===== src/rtl/core/mpfb_pkg.sv =====
// Package: shared types, codes and defaults of the page-mode frame buffer.
`default_nettype none

package mpfb_pkg;

	// Default geometry of the store.
	localparam int DEF_COLUMNS = 64;
	localparam int DEF_PAGES   = 16;

	// Input command codes.
	localparam logic [1:0] CMD_PIXEL = 2'd0;
	localparam logic [1:0] CMD_FLUSH = 2'd1;
	localparam logic [1:0] CMD_TICK  = 2'd2;

	// Register indexes on the configuration port.
	localparam logic [1:0] REG_LANDSCAPE = 2'd0;
	localparam logic [1:0] REG_UPPER_COL = 2'd1;
	localparam logic [1:0] REG_LOWER_COL = 2'd2;
	localparam logic [1:0] REG_PAGE      = 2'd3;

	// Register reset values.
	localparam logic [7:0] RST_UPPER_COL = 8'h10;
	localparam logic [7:0] RST_LOWER_COL = 8'h00;
	localparam logic [7:0] RST_PAGE      = 8'hB0;

	// Number of command bytes that open every page.
	localparam logic [8:0] HDR_BYTES = 9'd3;

	typedef struct packed {
		logic       landscape;
		logic [7:0] upper_col_opcode;
		logic [7:0] lower_col_opcode;
		logic [7:0] page_opcode;
	} cfg_t;

	// Commands from the controller to the datapath.
	typedef struct packed {
		logic clear;
		logic take_pixel;
		logic take_flush;
		logic take_tick;
		logic pix_write;
		logic emit;
	} ctl_cmd_t;

	// Status from the datapath to the controller.
	typedef struct packed {
		logic clear_done;
		logic flush_busy;
		logic out_free;
	} ctl_sts_t;

	typedef enum logic [1:0] {
		ST_CLEAR,
		ST_IDLE,
		ST_PIX_WR,
		ST_EMIT
	} state_t;

endpackage

`default_nettype wire


===== src/rtl/core/mpfb_ctrl.sv =====
// Controller state machine: accepts items and sequences the datapath.
`default_nettype none

module mpfb_ctrl (
	input  wire logic               clk,
	input  wire logic               arst_n,
	input  wire logic               in_valid,
	input  wire logic [1:0]         command,
	output logic                    in_stall,
	input  wire mpfb_pkg::ctl_sts_t sts,
	output mpfb_pkg::ctl_cmd_t      cmd
);
	import mpfb_pkg::*;

	state_t state_q;
	state_t state_d;

	// State register; reset starts the clearing pass.
	always_ff @(posedge clk or negedge arst_n) begin
		if (!arst_n) begin
			state_q <= ST_CLEAR;
		end else begin
			state_q <= state_d;
		end
	end

	// Next state and datapath commands.
	always_comb begin
		state_d  = state_q;
		cmd      = '0;
		in_stall = 1'b1;
		case (state_q)
			ST_CLEAR: begin
				cmd.clear = 1'b1;
				if (sts.clear_done) state_d = ST_IDLE;
			end
			ST_IDLE: begin
				in_stall = 1'b0;
				if (in_valid) begin
					case (command)
						CMD_PIXEL: begin
							cmd.take_pixel = 1'b1;
							state_d        = ST_PIX_WR;
						end
						CMD_FLUSH: begin
							cmd.take_flush = 1'b1;
						end
						CMD_TICK: begin
							if (sts.flush_busy) begin
								cmd.take_tick = 1'b1;
								state_d       = ST_EMIT;
							end
						end
						default: ;
					endcase
				end
			end
			ST_PIX_WR: begin
				cmd.pix_write = 1'b1;
				state_d       = ST_IDLE;
			end
			ST_EMIT: begin
				if (sts.out_free) begin
					cmd.emit = 1'b1;
					state_d  = ST_IDLE;
				end
			end
			default: state_d = ST_IDLE;
		endcase
	end

`ifndef SYNTHESIS
	// A tick that produces a byte always moves the controller to the emit state next.
	a_tick_to_emit: assert property (@(posedge clk) disable iff (!arst_n)
		cmd.take_tick |=> state_q == ST_EMIT)
		else $error("tick did not move to emit");

	// Every pixel read is followed by its write back.
	a_pix_rmw: assert property (@(posedge clk) disable iff (!arst_n)
		cmd.take_pixel |=> cmd.pix_write)
		else $error("pixel read without write back");

	// Nothing is accepted until the clearing pass has finished.
	a_clear_blocks: assert property (@(posedge clk) disable iff (!arst_n)
		cmd.clear && !sts.clear_done |=> in_stall)
		else $error("item accepted during clearing pass");
`endif

endmodule

`default_nettype wire


===== config.mk =====
export PLATFORM = sky130hd
export DESIGN_NAME = mpfb_ctrl
export DESIGN_NICKNAME = d
export VERILOG_FILES = /design/src/rtl/core/mpfb_pkg.sv /design/src/rtl/core/mpfb_ctrl.sv
export SDC_FILE = /design/constraint.sdc
export NUM_CORES = 1
export LEC_CHECK = 0
export ABC_AREA = 1
export CORE_AREA = 2 2 39 41
export DETAILED_ROUTE_END_ITERATION = 8
export DIE_AREA = 0 0 41 43
export DONT_BUFFER_PORTS = 1
export GPL_TIMING_DRIVEN = 0
export SLEW_MARGIN = 20
export SYNTH_ARGS = -nofsm -noshare
export SYNTH_HDL_FRONTEND = slang
export SYNTH_SLANG_ARGS = --single-unit

===== constraint.sdc =====
create_clock -name clk -period 2.48 [get_ports clk]
set_input_delay 0 -clock clk [delete_from_list [all_inputs] [get_ports clk]]
set_output_delay 0 -clock clk [all_outputs]
set_load 0.03 [all_outputs]

==> results_dict.tcl <==
set metrics [dict create \
    status "complete, no violations" \
    cp.arrival_ns 1.85 \
    required_ns 2.57 \
    htreeDepth 1 \
    die_x_microns 41 \
    drive_above_1_share_pct 20.6 \
    seq_area_frac_synth_pct 28.0 \
    rsz0062_at_grt "false" \
    hpwl_microns 338 \
    multi_input_area_sq_um 106 \
    coreArea_sq_mm 0.00138 \
    seq_area_sq_um 50.0 \
    io_pins 15 \
    largest_reg_flops 2 \
    port_buffers 0 \
    relSlewSlack_pct 40.4 \
    slew_viol_final 0 \
    vdd_drop_max_v 0.000158 \
    synth_cell_types 11 \
    synth_area_leaders "dfrtp_1, nand3_1, inv_1" \
    yosys-top-cells-count "inv_1, nor2_1, nand3_1" \
    met2_usage_pct 5.94 \
    worst_pin_slew_ns 0.887 \
    antenna_found_initial 0 \
    drtIter0Drc 6 \
    total_power_w 0.000235 \
    yosys.area.top_type "dfrtp_1" \
    tritoncts.num_buffers 3 \
    clock-root-buffer "clkbuf_4" \
    grt_pass1_vias 171 \
    min_path_type "input port to async pin" \
    synth_top_area_share_pct 28.0 \
    drv_cap 0 \
    top_register "state_q" \
    post-route-util_pct 18.9 \
    clkSinkCount 2 \
    ys_ff_latch 2 \
    synth_ff_type "dfrtp_1" \
    end_kind "register" \
    setup_violations 0 \
    syn-cell-area_sq_um 179 \
    fin_skew_ns 0.00342 \
    die-area_sq_mm 0.00176 \
    path_clk_slew_ns 0.03 \
    yosysWarnings 0 \
    ys_async_sr_fraction_pct 100 \
    synthCells 27 \
    clock_latency_ns 0.22 \
    avgRoutedWirePerCell_microns 8.16 \
    vias_per_cell 3.76 \
    power_density_mw_per_mm2 898 \
    drt_pre_antenna_iters 2 \
    nFillCells 163 \
    diodes 0 \
    synth-edff-count 0 \
    busiest_layer "met1" \
    num_rows 14 \
    fin_nets 44 \
    drt_wl_total_microns 408 \
    met3_usage_pct 3.66 \
    power_leakage_nw 0.127 \
    max_clock_freq_mhz 568 \
    start_util_pct 12.9 \
    ant_nets 0 \
    tritoncts "built" \
    finalCritPeriodShare_pct 70.9 \
    die_y_microns 43 \
    num_vias 188 \
    grt_pass1_wl_microns 579 \
    syn_nets 35 \
    finalCriticalPeriod_ns 1.76 \
    final_hold_viol_count 0 \
    grt_max_degree 7 \
    timing.hold.ws_ns 0.00800 \
    area_growth_pct 46.2 \
    finalSetupTns_ns 0 \
    cp_max_fo 6 \
    crit_type "register to register" \
    cts_buffer_depth 2 \
    grt_use_met1_pct 6.11 \
    overflow 0 \
    top_regs "state_q (2)" \
    gp_congestion 0.624 \
    drc 0 \
    syn-mean-instance-area_sq_um 6.63 \
    grt_usage_pct 5.42 \
    start_kind "register" \
    post_cts_buffers 0 \
]
==> critical path: stages (launching register included) <==
cell and delay [ns]:
dfrtp_1 0.42, inv_2 0.07, nor2_4 0.11, nand2_2 0.09, nor3_4 0.32, nor2_1 0.06
dlygate4sd3_1 0.56
==> logic make-up after synthesis <==
group | Yosys count | share of synthesized area (%)
buffers and inverters | 6 | 12.6
flip-flops | 2 | 28.0
AND/OR/NAND/NOR | 19 | 59.4
==> where the power goes <==
part | internal [W] | switching, W | total, W
sequential | 0.0000419 | 0.0000147 | 0.0000566
clock | 0.0000532 | 0.0000168 | 0.0000701
combinational | 0.0000304 | 0.0000779 | 0.000108
==> cell type report <==
type / instances / area share, %
multi-input combinational: 19 / 40.7
sequential: 2 / 19.1
timing repair buffer: 4 / 15.3
clock buffer: 3 / 8.61
inverter: 6 / 8.61
tap: 16 / 7.66
==> path summary, 6_finish.rpt <==
check / start / to / slack [ns] / depth (start not counted)
setup / recovery: state_q[0] / state_q[0] / 0.72 / 6
hold / removal: arst_n / state_q[1] / 0.008 / 1
setup reg to reg: state_q[0] / state_q[0] / 0.72 / 6
hold reg to reg: state_q[0] / state_q[1] / 0.65 / 2
max in group asynchronous: arst_n / state_q[0] / 2.34 / 1
min in group clk: in_valid / state_q[1] / 0.01 / 4
==> repair_timing <==
item,CTS,global route
hold buffers,4,0
hold endpoints to repair,4,0
resized for setup,0,0
setup endpoints to repair,0,0
==> layer usage <==
layer / routed length [microns] / up-vias / part of all wire, %
li1: - / 101 / -
met1: 199 / 75 / 49
met2: 157 / 12 / 38
met3: 51 / 0 / 13
met4: 0 / 0 / 0
met5: 0 / - / 0
==> layout by cell type, fill, tap and decap left out, drive strengths merged <==
cell type and count:
nor3 4, clkbuf 3, nand3 4, nand3b 1, nor2 6, dfrtp 2, nand2 4, dlygate4sd3 4
inv 6
==> stage by stage <==
step | instances | worst slack [ns] | area, sq um
floorplan | 27 | 1.18 | 179
global placement | 43 | 1.09 | 199
detailed placement | 43 | 1.09 | 199
CTS | 50 | 0.689 | 262
global route | 50 | 0.578 | 262
finish | 50 | 0.721 | 262
(Power assumes the default switching activity.)
