### config.mk
export PLATFORM = sky130hd
export DESIGN_NAME = mpfb_regs
export DESIGN_NICKNAME = d
export VERILOG_FILES = /design/src/rtl/core/mpfb_pkg.sv /design/src/rtl/core/mpfb_regs.sv
export SDC_FILE = /design/constraint.sdc
export NUM_CORES = 1
export LEC_CHECK = 0
export BUFFER_PORTS_ARGS = -buffer_cell sky130_fd_sc_hd__clkbuf_2
export CAP_MARGIN = 10
export CORE_MARGIN = 5
export CORE_UTILIZATION = 25
export CTS_CLUSTER_DIAMETER = 60
export DETAILED_ROUTE_END_ITERATION = 16
export HOLD_SLACK_MARGIN = 0.12
export PLACE_DENSITY = 0.55
export SETUP_SLACK_MARGIN = 0.2
export SKIP_CTS_REPAIR_TIMING = 1
export SLEW_MARGIN = 30
export SYNTH_ARGS = -nofsm -noshare
export SYNTH_HDL_FRONTEND = slang
export SYNTH_SLANG_ARGS = --single-unit
### constraint.sdc
create_clock -name clk -period 0.95 [get_ports clk]
set_input_delay 0.1425 -clock clk [delete_from_list [all_inputs] [get_ports clk]]
set_output_delay 0.1425 -clock clk [all_outputs]
set_load 0.005 [all_outputs]
### src/rtl/core/mpfb_pkg.sv
// Package: shared types, codes and defaults of the page-mode frame buffer.
`default_nettype none

package mpfb_pkg;

	// Default geometry of the store.
	localparam int DEF_COLUMNS = 64;
	localparam int DEF_PAGES   = 16;

	// Input command codes.
	localparam logic [1:0] CMD_PIXEL = 2'd0;
	localparam logic [1:0] CMD_FLUSH = 2'd1;
	localparam logic [1:0] CMD_TICK  = 2'd2;

	// Register indexes on the configuration port.
	localparam logic [1:0] REG_LANDSCAPE = 2'd0;
	localparam logic [1:0] REG_UPPER_COL = 2'd1;
	localparam logic [1:0] REG_LOWER_COL = 2'd2;
	localparam logic [1:0] REG_PAGE      = 2'd3;

	// Register reset values.
	localparam logic [7:0] RST_UPPER_COL = 8'h10;
	localparam logic [7:0] RST_LOWER_COL = 8'h00;
	localparam logic [7:0] RST_PAGE      = 8'hB0;

	// Number of command bytes that open every page.
	localparam logic [8:0] HDR_BYTES = 9'd3;

	typedef struct packed {
		logic       landscape;
		logic [7:0] upper_col_opcode;
		logic [7:0] lower_col_opcode;
		logic [7:0] page_opcode;
	} cfg_t;

	// Commands from the controller to the datapath.
	typedef struct packed {
		logic clear;
		logic take_pixel;
		logic take_flush;
		logic take_tick;
		logic pix_write;
		logic emit;
	} ctl_cmd_t;

	// Status from the datapath to the controller.
	typedef struct packed {
		logic clear_done;
		logic flush_busy;
		logic out_free;
	} ctl_sts_t;

	typedef enum logic [1:0] {
		ST_CLEAR,
		ST_IDLE,
		ST_PIX_WR,
		ST_EMIT
	} state_t;

endpackage

`default_nettype wire

### src/rtl/core/mpfb_regs.sv
// Configuration registers behind the APB-style port.
`default_nettype none

module mpfb_regs (
	input  wire logic              clk,
	input  wire logic              arst_n,
	input  wire logic              psel,
	input  wire logic              penable,
	input  wire logic              pwrite,
	input  wire logic [3:0]        paddr,
	input  wire logic [31:0]       pwdata,
	output logic      [31:0]       prdata,
	output logic                   pready,
	output mpfb_pkg::cfg_t         cfg
);
	import mpfb_pkg::*;

	cfg_t cfg_q;
	logic wr_en;

	assign pready = 1'b1;
	assign wr_en  = psel && penable && pwrite;
	assign cfg    = cfg_q;

	// Register writes in the access phase.
	always_ff @(posedge clk or negedge arst_n) begin
		if (!arst_n) begin
			cfg_q.landscape        <= 1'b0;
			cfg_q.upper_col_opcode <= RST_UPPER_COL;
			cfg_q.lower_col_opcode <= RST_LOWER_COL;
			cfg_q.page_opcode      <= RST_PAGE;
		end else if (wr_en) begin
			case (paddr[3:2])
				REG_LANDSCAPE: cfg_q.landscape        <= pwdata[0];
				REG_UPPER_COL: cfg_q.upper_col_opcode <= pwdata[7:0];
				REG_LOWER_COL: cfg_q.lower_col_opcode <= pwdata[7:0];
				REG_PAGE:      cfg_q.page_opcode      <= pwdata[7:0];
				default: ;
			endcase
		end
	end

	// Read mux.
	always_comb begin
		case (paddr[3:2])
			REG_LANDSCAPE: prdata = {31'd0, cfg_q.landscape};
			REG_UPPER_COL: prdata = {24'd0, cfg_q.upper_col_opcode};
			REG_LOWER_COL: prdata = {24'd0, cfg_q.lower_col_opcode};
			REG_PAGE:      prdata = {24'd0, cfg_q.page_opcode};
			default:       prdata = 32'd0;
		endcase
	end

endmodule

`default_nettype wire

==> impl_metrics.csv, run 1 <==
group,metric,value,unit
clocking,clkLatencyLatePin,0.26,ns
yosys,syn_area,1363,um2
timing,fin_crit,1.388,ns
power,power_frac_seq,0.384,
die,io_pins,99,
placement,placed_area,1894,um2
power,vdd_drop_max,884.4,uV
yosys,ys_types,14,
finish,drive_gt1_frac,0.7068,
power,power_density,1773,nW/um2
die,core_area,5205,um2
clocking,root_buffer,"clkbuf_8",
power,clkPwrFrac,0.160,
yosys,synth_cells,102,
power,pwr-share-comb,0.456,
critical_path,cp-end-kind,"primary output",
hold_path,hold_class,"in -> async",
routing,drtAntennaViolNets,0,
critical_path,arrival,1.25,ns
placement,port_buffers,47,
global_routing,use_met2,0.1605,
clocking,numCtsBuffers,3,
global_routing,first_global_vias,1155,
global_routing,grt_first_pass_wirelength,5485,um
die,die_w,83.83,um
global_routing,overflow,0,
finish,final_util,0.4288,
finish,nets,233,
routing,wire_per_inst,13.84,um
global_routing,track_usage,0.09543,
placement,dp_hpwl,2772,um
timing,fmax,720.6,MHz
yosys,ys_ff_latch,25,
global_routing,grt_max_degree,15,
finish,finalNonFillerCells,261,
routing,viasPerCell,4.042,
timing,fin_skew,0,ns
power,power.leakage,1.146,nW
yosys,yosysSeqAreaShare,0.4628,
timing,slew_violations,0,
routing,vias,1055,
finish,largest_reg_flops,25,
routing,firstDrtPassIters,4,
run,maxCapViolations,0,
timing,fin_crit_sh,1.461,
clocking,cts_tree,"built",
die,start_util,0.2618,
critical_path,critPathLaunchType,"flop",
global_routing,use_met3,0.02172,
routing,drcViolationCount,0,
global_routing,antenna_found_initial,0,
critical_path,worstPathMaxFanout,2,
placement,dp_cells,250,
critical_path,path_class,"reg -> out",
clocking,cts_num_sinks,25,
clocking,clock_tree.buffer_depth,2,
timing,rsz0062_at_grt,"true",
timing,whs,-0.2425,ns
finish,area_growth,63.82,%
timing,worst_slack,-0.4377,ns
routing,drt_iter0_drc,27,
placement,gp_congestion,0.6976,
timing,setup-violations-final,33,
outcome,failed_checks,"hold timing, setup timing",
clocking,htreeDepth,1,
die,die_h,83.83,um
global_routing,top_usage_layer,"met2",
outcome,outcome,"complete, but fails checks",
yosys,syn_area_per_cell,13.36,um2
power,p_int,0.002895,W
critical_path,cp.required,0.81,ns
power,netSwitchingPower,0.001063,W
die,num_rows,26,
timing,final-hold-violation-count,8,
yosys,yosysWarningCount,0,
global_routing,grt_use_met1,0.1242,
finish,finish.instance_area,2232,um2
clocking,path_clk_slew,0.09,ns
placement,post-place-ws,-0.3289,ns
power,sw_frac_of_total,0.2685,
die,die_area,7027,um2
finish,mostFrequentLayoutCell,"buf_6",
routing,detail_route.wirelength,3612,um
finish,antennaDiodeCount,0,
finish,final_cell_mix,"buf_6 (40), clkbuf_2 (32), conb_1 (25)",
[power by group through the flow]
stage               Sequential (W)  Combinational [W]  Clock [W]
floorplan                  0.00154           0.000577          0
finish                     0.00152            0.00180   0.000633
CTS                        0.00149            0.00134   0.000660
detailed placement         0.00151            0.00133          0
global route               0.00155            0.00194   0.000707
global placement           0.00150            0.00132          0
[cell families (layout without fill, tap and decap cells)]
group | count (synthesis) | count (layout) | synth area share
muxes | 33 | 33 | 0.2810
buffers and inverters | 28 | 94 | 0.1497
DFF | 25 | 25 | 0.4628
AOI/OAI and AO/OA | 7 | 7 | 0.04500
and+or+nand+nor | 7 | 7 | 0.05602
other | 2 | 25 | 0.005512
[metal layers]
metal / up-vias / routed length [um] / part of all wire
met1: 508 / 1584 / 0.44
li1: 489 / - / -
met5: - / 0 / 0
met2: 56 / 1712 / 0.47
met4: 0 / 15 / 0.0042
met3: 2 / 300 / 0.083
[Yosys cell counts]
| library cell | instances | area (um2) |
|---|---|---|
| nand3_2 | 2 | 20.02 |
| mux4_2 | 1 | 22.52 |
| mux2_2 | 32 | 360.4 |
| conb_1 | 2 | 7.510 |
| buf_2 | 1 | 5.000 |
| nor3_1 | 1 | 5.000 |
| nor2b_1 | 1 | 6.260 |
| nor3b_4 | 2 | 37.54 |
| clkbuf_1 | 1 | 3.750 |
| buf_4 | 26 | 195.2 |
| dfstp_2 | 4 | 105.1 |
| a22o_1 | 7 | 61.31 |
| dfrtp_1 | 21 | 525.5 |
| and3_2 | 1 | 7.510 |
[path summary, 6_finish.rpt]
| kind | depth (start not counted) | to | from | slack [ns] |
|---|---|---|---|---|
| min in group clk | 2 | cfg[1]$_DFFE_PN0P_ | pwdata[1] | 0.14 |
| max | 2 | prdata[0] | cfg[0]$_DFFE_PN0P_ | -0.44 |
| max in group asynchronous | 2 | cfg[16]$_DFFE_PN0P_ | arst_n | 0.76 |
| min | 1 | cfg[15]$_DFFE_PN0P_ | arst_n | -0.24 |
| min reg2reg | 1 | cfg[23]$_DFFE_PN0P_ | cfg[23]$_DFFE_PN0P_ | 0.55 |
| max reg2reg | 3 | cfg[16]$_DFFE_PN0P_ | cfg[16]$_DFFE_PN0P_ | -0.05 |
[critical path, stage by stage, from the launching register on]
cell      delay (ns)
dfrtp_1         0.40
mux4_2          0.46
clkbuf_2        0.12
[area by class of cell]
class / instances / area (um2)
repair buffers: 90 / 753.2
clock buffers: 4 / 45.04
flip-flops and latches: 25 / 630.6
multi-input cells: 72 / 715.7
well taps: 70 / 87.58
fillers: 525 / 2973
[per-stage QoR]
step                      setup TNS [ns]  hold WS [ns]  power (W)
final                             -5.912       -0.2425   0.003958
after global routing              -7.324       -0.2222   0.004201
after CTS                         -5.687       -0.2348   0.003489
after detailed placement          -8.787       0.06416   0.002840
after global placement            -8.630       0.07140   0.002827
after floorplan                   -1.963       -0.1531   0.002121
No activity file was read; power rests on OpenSTA's default activity.
==> run 2: changes to the inputs <==
Settings changed: CORE_UTILIZATION 25 to 36, PLACE_DENSITY 0.55 to 0.74.
==> run 2 against run 1 <==
Net effect:
- the flow still finishes with violations (hold timing, setup timing)
- worst setup slack lost 0.014 ns
- sequential cell count is the same
- clock-buffer cell count is the same
- worst hold slack lost 0.0073 ns
- combinational power grew 4%
- global-route usage grew 3.6 points
- routed wire length grew 1.1%
- core utilization grew 18 points
- critical endpoint unchanged
- clock skew is the same
- sequential power is essentially flat
- via count grew 3.2%
- total power grew 2.0%
==> impl_metrics.csv, run 2 (synthesis results as in run 1) <==
group,metric,value,unit
outcome,outcome,"complete, but fails checks",
outcome,failed_checks,"hold timing, setup timing",
finish,nets,233,
critical_path,critPathLaunchType,"flop",
critical_path,r2r_cells,4,
global_routing,grt_max_degree,16,
die,start_util,0.3722,
finish,antennaDiodeCount,0,
timing,fin_skew,0,ns
power,power,0.004036,W
global_routing,grt_first_pass_wirelength,5340,um
finish,area_growth,62.81,%
clocking,cts_tree,"built",
clocking,cts_num_sinks,25,
timing,final-hold-violation-count,10,
critical_path,cp-end-kind,"primary output",
routing,firstDrtPassIters,4,
placement,dp_cells,223,
timing,setup_tns,-6.696,ns
timing,rsz0062_at_grt,"true",
timing,slew_violations,0,
die,die_w,71.52,um
critical_path,path_class,"reg -> out",
die,die_area,5115,um2
clocking,numCtsBuffers,3,
critical_path,rrSetupSlack,-0.13,ns
routing,wire_per_inst,15.28,um
power,vdd_drop_max,948.1,uV
global_routing,overflow,0,
finish,mostFrequentLayoutCell,"buf_6",
clocking,path_clk_slew,0.08,ns
finish,drive_gt1_frac,0.7068,
global_routing,track_usage,0.1319,
global_routing,antenna_found_initial,0,
critical_path,r2r_start,"cfg[10]$_DFFE_PN0P_",
critical_path,cp.required,0.81,ns
die,die_h,71.52,um
clocking,clock_tree.buffer_depth,2,
clocking,clkLatencyLatePin,0.27,ns
critical_path,worstPathMaxFanout,2,
die,io_pins,99,
global_routing,first_global_vias,1108,
clocking,htreeDepth,1,
finish,largest_reg_flops,25,
power,power_density,1819,nW/um2
placement,gp_congestion,0.7035,
finish,final_cell_mix,"buf_6 (39), clkbuf_2 (32), conb_1 (25)",
critical_path,worstReg2RegEnd,"cfg[10]$_DFFE_PN0P_",
routing,viasPerCell,4.556,
timing,setup-violations-final,38,
routing,drcViolationCount,0,
finish,fill_cells,273,
timing,fin_crit_sh,1.475,
routing,drtAntennaViolNets,0,
power,power.leakage,1.149,nW
placement,port_buffers,47,
finish,finalNonFillerCells,239,
routing,drt_iter0_drc,15,
die,num_rows,22,
critical_path,arrival,1.26,ns
routing,detail_route.wirelength,3653,um
timing,whs,-0.2498,ns
timing,worst_slack,-0.4517,ns
routing,vias,1089,
clocking,root_buffer,"clkbuf_8",
timing,fmax,713.4,MHz
hold_path,hold_class,"in -> async",
timing,fin_crit,1.402,ns
die,core_area,3661,um2
placement,dp_hpwl,2673,um
run,maxCapViolations,0,
run 2: how the worst max path moves through the flow:
stage,start,end,slack (ns)
floorplan,pwrite,cfg[11]$_DFFE_PN0P_,-0.12
global placement,paddr[2],prdata[7],-0.31
detailed placement,paddr[2],prdata[6],-0.33
CTS,cfg[0]$_DFFE_PN0P_,prdata[0],-0.45
global route,cfg[0]$_DFFE_PN0P_,prdata[0],-0.50
finish,cfg[0]$_DFFE_PN0P_,prdata[0],-0.45
run 2: final cells by class:
class | count | area (um2) | share of cell area
repair buffers | 90 | 774.5 | 0.3491
multi-input cells | 72 | 708.2 | 0.3192
flip-flops and latches | 25 | 630.6 | 0.2843
well taps | 48 | 60.06 | 0.02707
clock buffers | 4 | 45.04 | 0.02030
run 2: metal layers:
layer | up-vias | GRT usage | wire (um) | part of all wire
met1 | 538 | 0.1614 | 1489 | 0.41
met3 | 3 | 0.03086 | 321 | 0.088
met4 | 0 | 0.02088 | 34 | 0.0093
li1 | 490 | - | - | -
met5 | - | 0 | 0 | 0
met2 | 58 | 0.2388 | 1808 | 0.49
run 2: worst max-delay path, stage by stage (launching register included):
cell and delay, ns:
dfrtp_1 0.40, mux4_2 0.46, clkbuf_2 0.13
run 2: per-stage QoR:
stage / setup slack (ns) / hold slack [ns] / utilization / instance area, um2
final: -0.4517 / -0.2498 / 0.6059 / 2218
after global placement: -0.3066 / 0.03538 / 0.5065 / 1854
after global routing: -0.5027 / -0.2428 / 0.6059 / 2218
after CTS: -0.4455 / -0.2424 / 0.5188 / 1899
after floorplan: -0.1224 / -0.1531 / - / 1511
after detailed placement: -0.3299 / 0.04678 / 0.5065 / 1854
run 2: where the power goes:
part           leakage, nW  switching (W)  internal [W]  total [W]
Clock               0.0228       0.000324      0.000300   0.000624
Sequential           0.299       0.000189       0.00134    0.00153
Combinational        0.826       0.000580       0.00130    0.00188
==> run 3: changes to the inputs <==
Settings changed: CORE_MARGIN 5 to unset, GPL_TIMING_DRIVEN set to 0, MAX_ROUTING_LAYER set to met4.
==> run 3 against run 2 <==
Net effect:
- the run still ends with hold timing, setup timing left
- critical path type unchanged
- combinational power down 23%
- worst setup slack about the same
- clock skew unchanged
- clock power up 1%
- sequential power about the same
- register-to-register slack better by 0.16 ns
- core utilization up 1.7 points
- worst hold slack better by 0.13 ns
==> impl_metrics.csv, run 3 (synthesis results as in run 1) <==
group,metric,value,unit
outcome,outcome,"complete, but fails checks",
outcome,failed_checks,"hold timing, setup timing",
critical_path,arrival,1.26,ns
routing,viasPerCell,4.336,
finish,area_growth,58.59,%
die,num_rows,21,
global_routing,overflow,0,
global_routing,first_global_vias,950,
routing,vias,1032,
run,maxCapViolations,0,
routing,drcViolationCount,0,
timing,slew_headroom,0.5765,
finish,nets,234,
routing,drtAntennaViolNets,0,
finish,finalNonFillerCells,238,
die,core_area,3468,um2
clocking,clock_tree.buffer_depth,2,
timing,whs,-0.1168,ns
finish,fill_cells,297,
die,die_w,63.52,um
clocking,root_buffer,"clkbuf_8",
critical_path,slowest_delay,0.46,ns
placement,dp_cells,218,
finish,drive_gt1_frac,0.7083,
global_routing,use_met3,0.02899,
timing,fin_skew,0,ns
global_routing,use_met2,0.2633,
power,power,0.003620,W
power,power_density,1675,nW/um2
critical_path,slowest_stage,"mux4_2",
clocking,clkLatencyLatePin,0.26,ns
timing,fin_crit_sh,1.475,
power,power.leakage,1.142,nW
placement,port_buffers,47,
critical_path,critPathLaunchType,"flop",
timing,rsz0062_at_grt,"true",
clocking,path_clk_slew,0.09,ns
finish,multi_input_area,708.2,um2
global_routing,grt_use_met1,0.2096,
critical_path,cp-end-kind,"primary output",
die,die_h,63.52,um
placement,placed_area,1804,um2
finish,antennaDiodeCount,0,
critical_path,crit_buf_inv,1,
timing,slew_violations,0,
clocking,numCtsBuffers,3,
global_routing,grt_max_degree,26,
global_routing,top_usage_layer,"met2",
finish,mostFrequentLayoutCell,"clkbuf_2",
global_routing,track_usage,0.1618,
critical_path,cp_top_family,"multiplexers",
global_routing,antenna_found_initial,0,
die,die_area,4035,um2
placement,gp_congestion,0.6378,
routing,detail_route.wirelength,3464,um
die,start_util,0.3929,
finish,finish.instance_area,2161,um2
critical_path,cp_cell_sequence,"mux4_2 > clkbuf_2",
timing,worst_slew_pin_slew,0.6353,ns
finish,seqCellArea,630.6,um2
timing,fin_crit,1.401,ns
clocking,cts_tree,"built",
critical_path,path_class,"reg -> out",
hold_path,hold_class,"in -> async",
power,vdd_drop_max,947.0,uV
finish,largest_reg_flops,25,
clocking,cts_num_sinks,25,
routing,wire_per_inst,14.55,um
critical_path,worstPathMaxFanout,3,
timing,worst_slack,-0.4514,ns
timing,setup-violations-final,22,
finish,final_cell_mix,"clkbuf_2 (37), buf_4 (29), conb_1 (25)",
clocking,htreeDepth,1,
die,io_pins,99,
timing,final-hold-violation-count,21,
timing,fmax,713.6,MHz
routing,drt_iter0_drc,9,
routing,firstDrtPassIters,3,
global_routing,grt_first_pass_wirelength,4857,um
critical_path,cp.required,0.81,ns
placement,dp_hpwl,2261,um
## run 3: cell types whose count changed in the layout (fill, tap and decap cells not counted)
| cell | before | now |
|---|---|---|
| buf_4 | 14 | 29 |
| nor3_4 | 0 | 1 |
| clkbuf_4 | 2 | 0 |
| buf_8 | 1 | 3 |
| mux2_4 | 20 | 17 |
| mux2_2 | 12 | 15 |
| clkbuf_1 | 1 | 2 |
| clkbuf_2 | 32 | 37 |
| nor3_1 | 1 | 0 |
| clkbuf_16 | 0 | 1 |
| buf_6 | 39 | 18 |
## run 3: path summary, 6_finish.rpt
| path | startpoint | to | slack (ns) | cells past startpoint |
|---|---|---|---|---|
| setup / recovery | cfg[8]$_DFFE_PN0P_ | prdata[0] | -0.45 | 2 |
| hold / removal | arst_n | cfg[23]$_DFFE_PN0P_ | -0.12 | 1 |
| setup reg to reg | cfg[14]$_DFFE_PN0P_ | cfg[14]$_DFFE_PN0P_ | 0.03 | 2 |
| hold reg to reg | cfg[11]$_DFFE_PN0P_ | cfg[11]$_DFFE_PN0P_ | 0.54 | 1 |
| max in group asynchronous | arst_n | cfg[17]$_DFFE_PN0P_ | 0.66 | 1 |
| min in group clk | pwdata[3] | cfg[3]$_DFFE_PN0P_ | 0.13 | 2 |
## run 3: per-layer routing
layer | wire length (um) | part of all wire | vias to the layer above
li1 | - | - | 488
met1 | 1521 | 0.44 | 493
met2 | 1735 | 0.50 | 51
met3 | 207 | 0.060 | 0
met4 | 0 | 0 | 0
met5 | 0 | 0 | -
## run 3: layout make-up
class,count,share of cell area
Sequential cell,25,0.2918
Multi-Input combinational cell,72,0.3277
Clock buffer,4,0.02085
Tap cell,46,0.02664
Buffer,28,0.1048
Timing Repair Buffer,63,0.2281
## run 3: where the power goes
group	total (W)	internal [W]	leakage, nW	switching [W]
logic	0.00144	0.000979	0.820	0.000460
registers	0.00155	0.00134	0.299	0.000208
clock network	0.000631	0.000300	0.0228	0.000332
total	0.00362	0.00262	1.14	0.00100
## run 3: stage by stage
step           setup WS, ns  hold slack (ns)  TNS (ns)    util
2_1_floorplan       -0.1224          -0.1531    -1.963       -
3_3_place_gp        -0.4624           0.1662    -11.33  0.5202
3_5_place_dp        -0.4871           0.1851    -11.77  0.5202
4_1_cts             -0.4656          -0.1026    -6.609  0.5332
5_1_grt             -0.5027         -0.07846    -5.815  0.6230
6_report            -0.4514          -0.1168    -4.833  0.6230
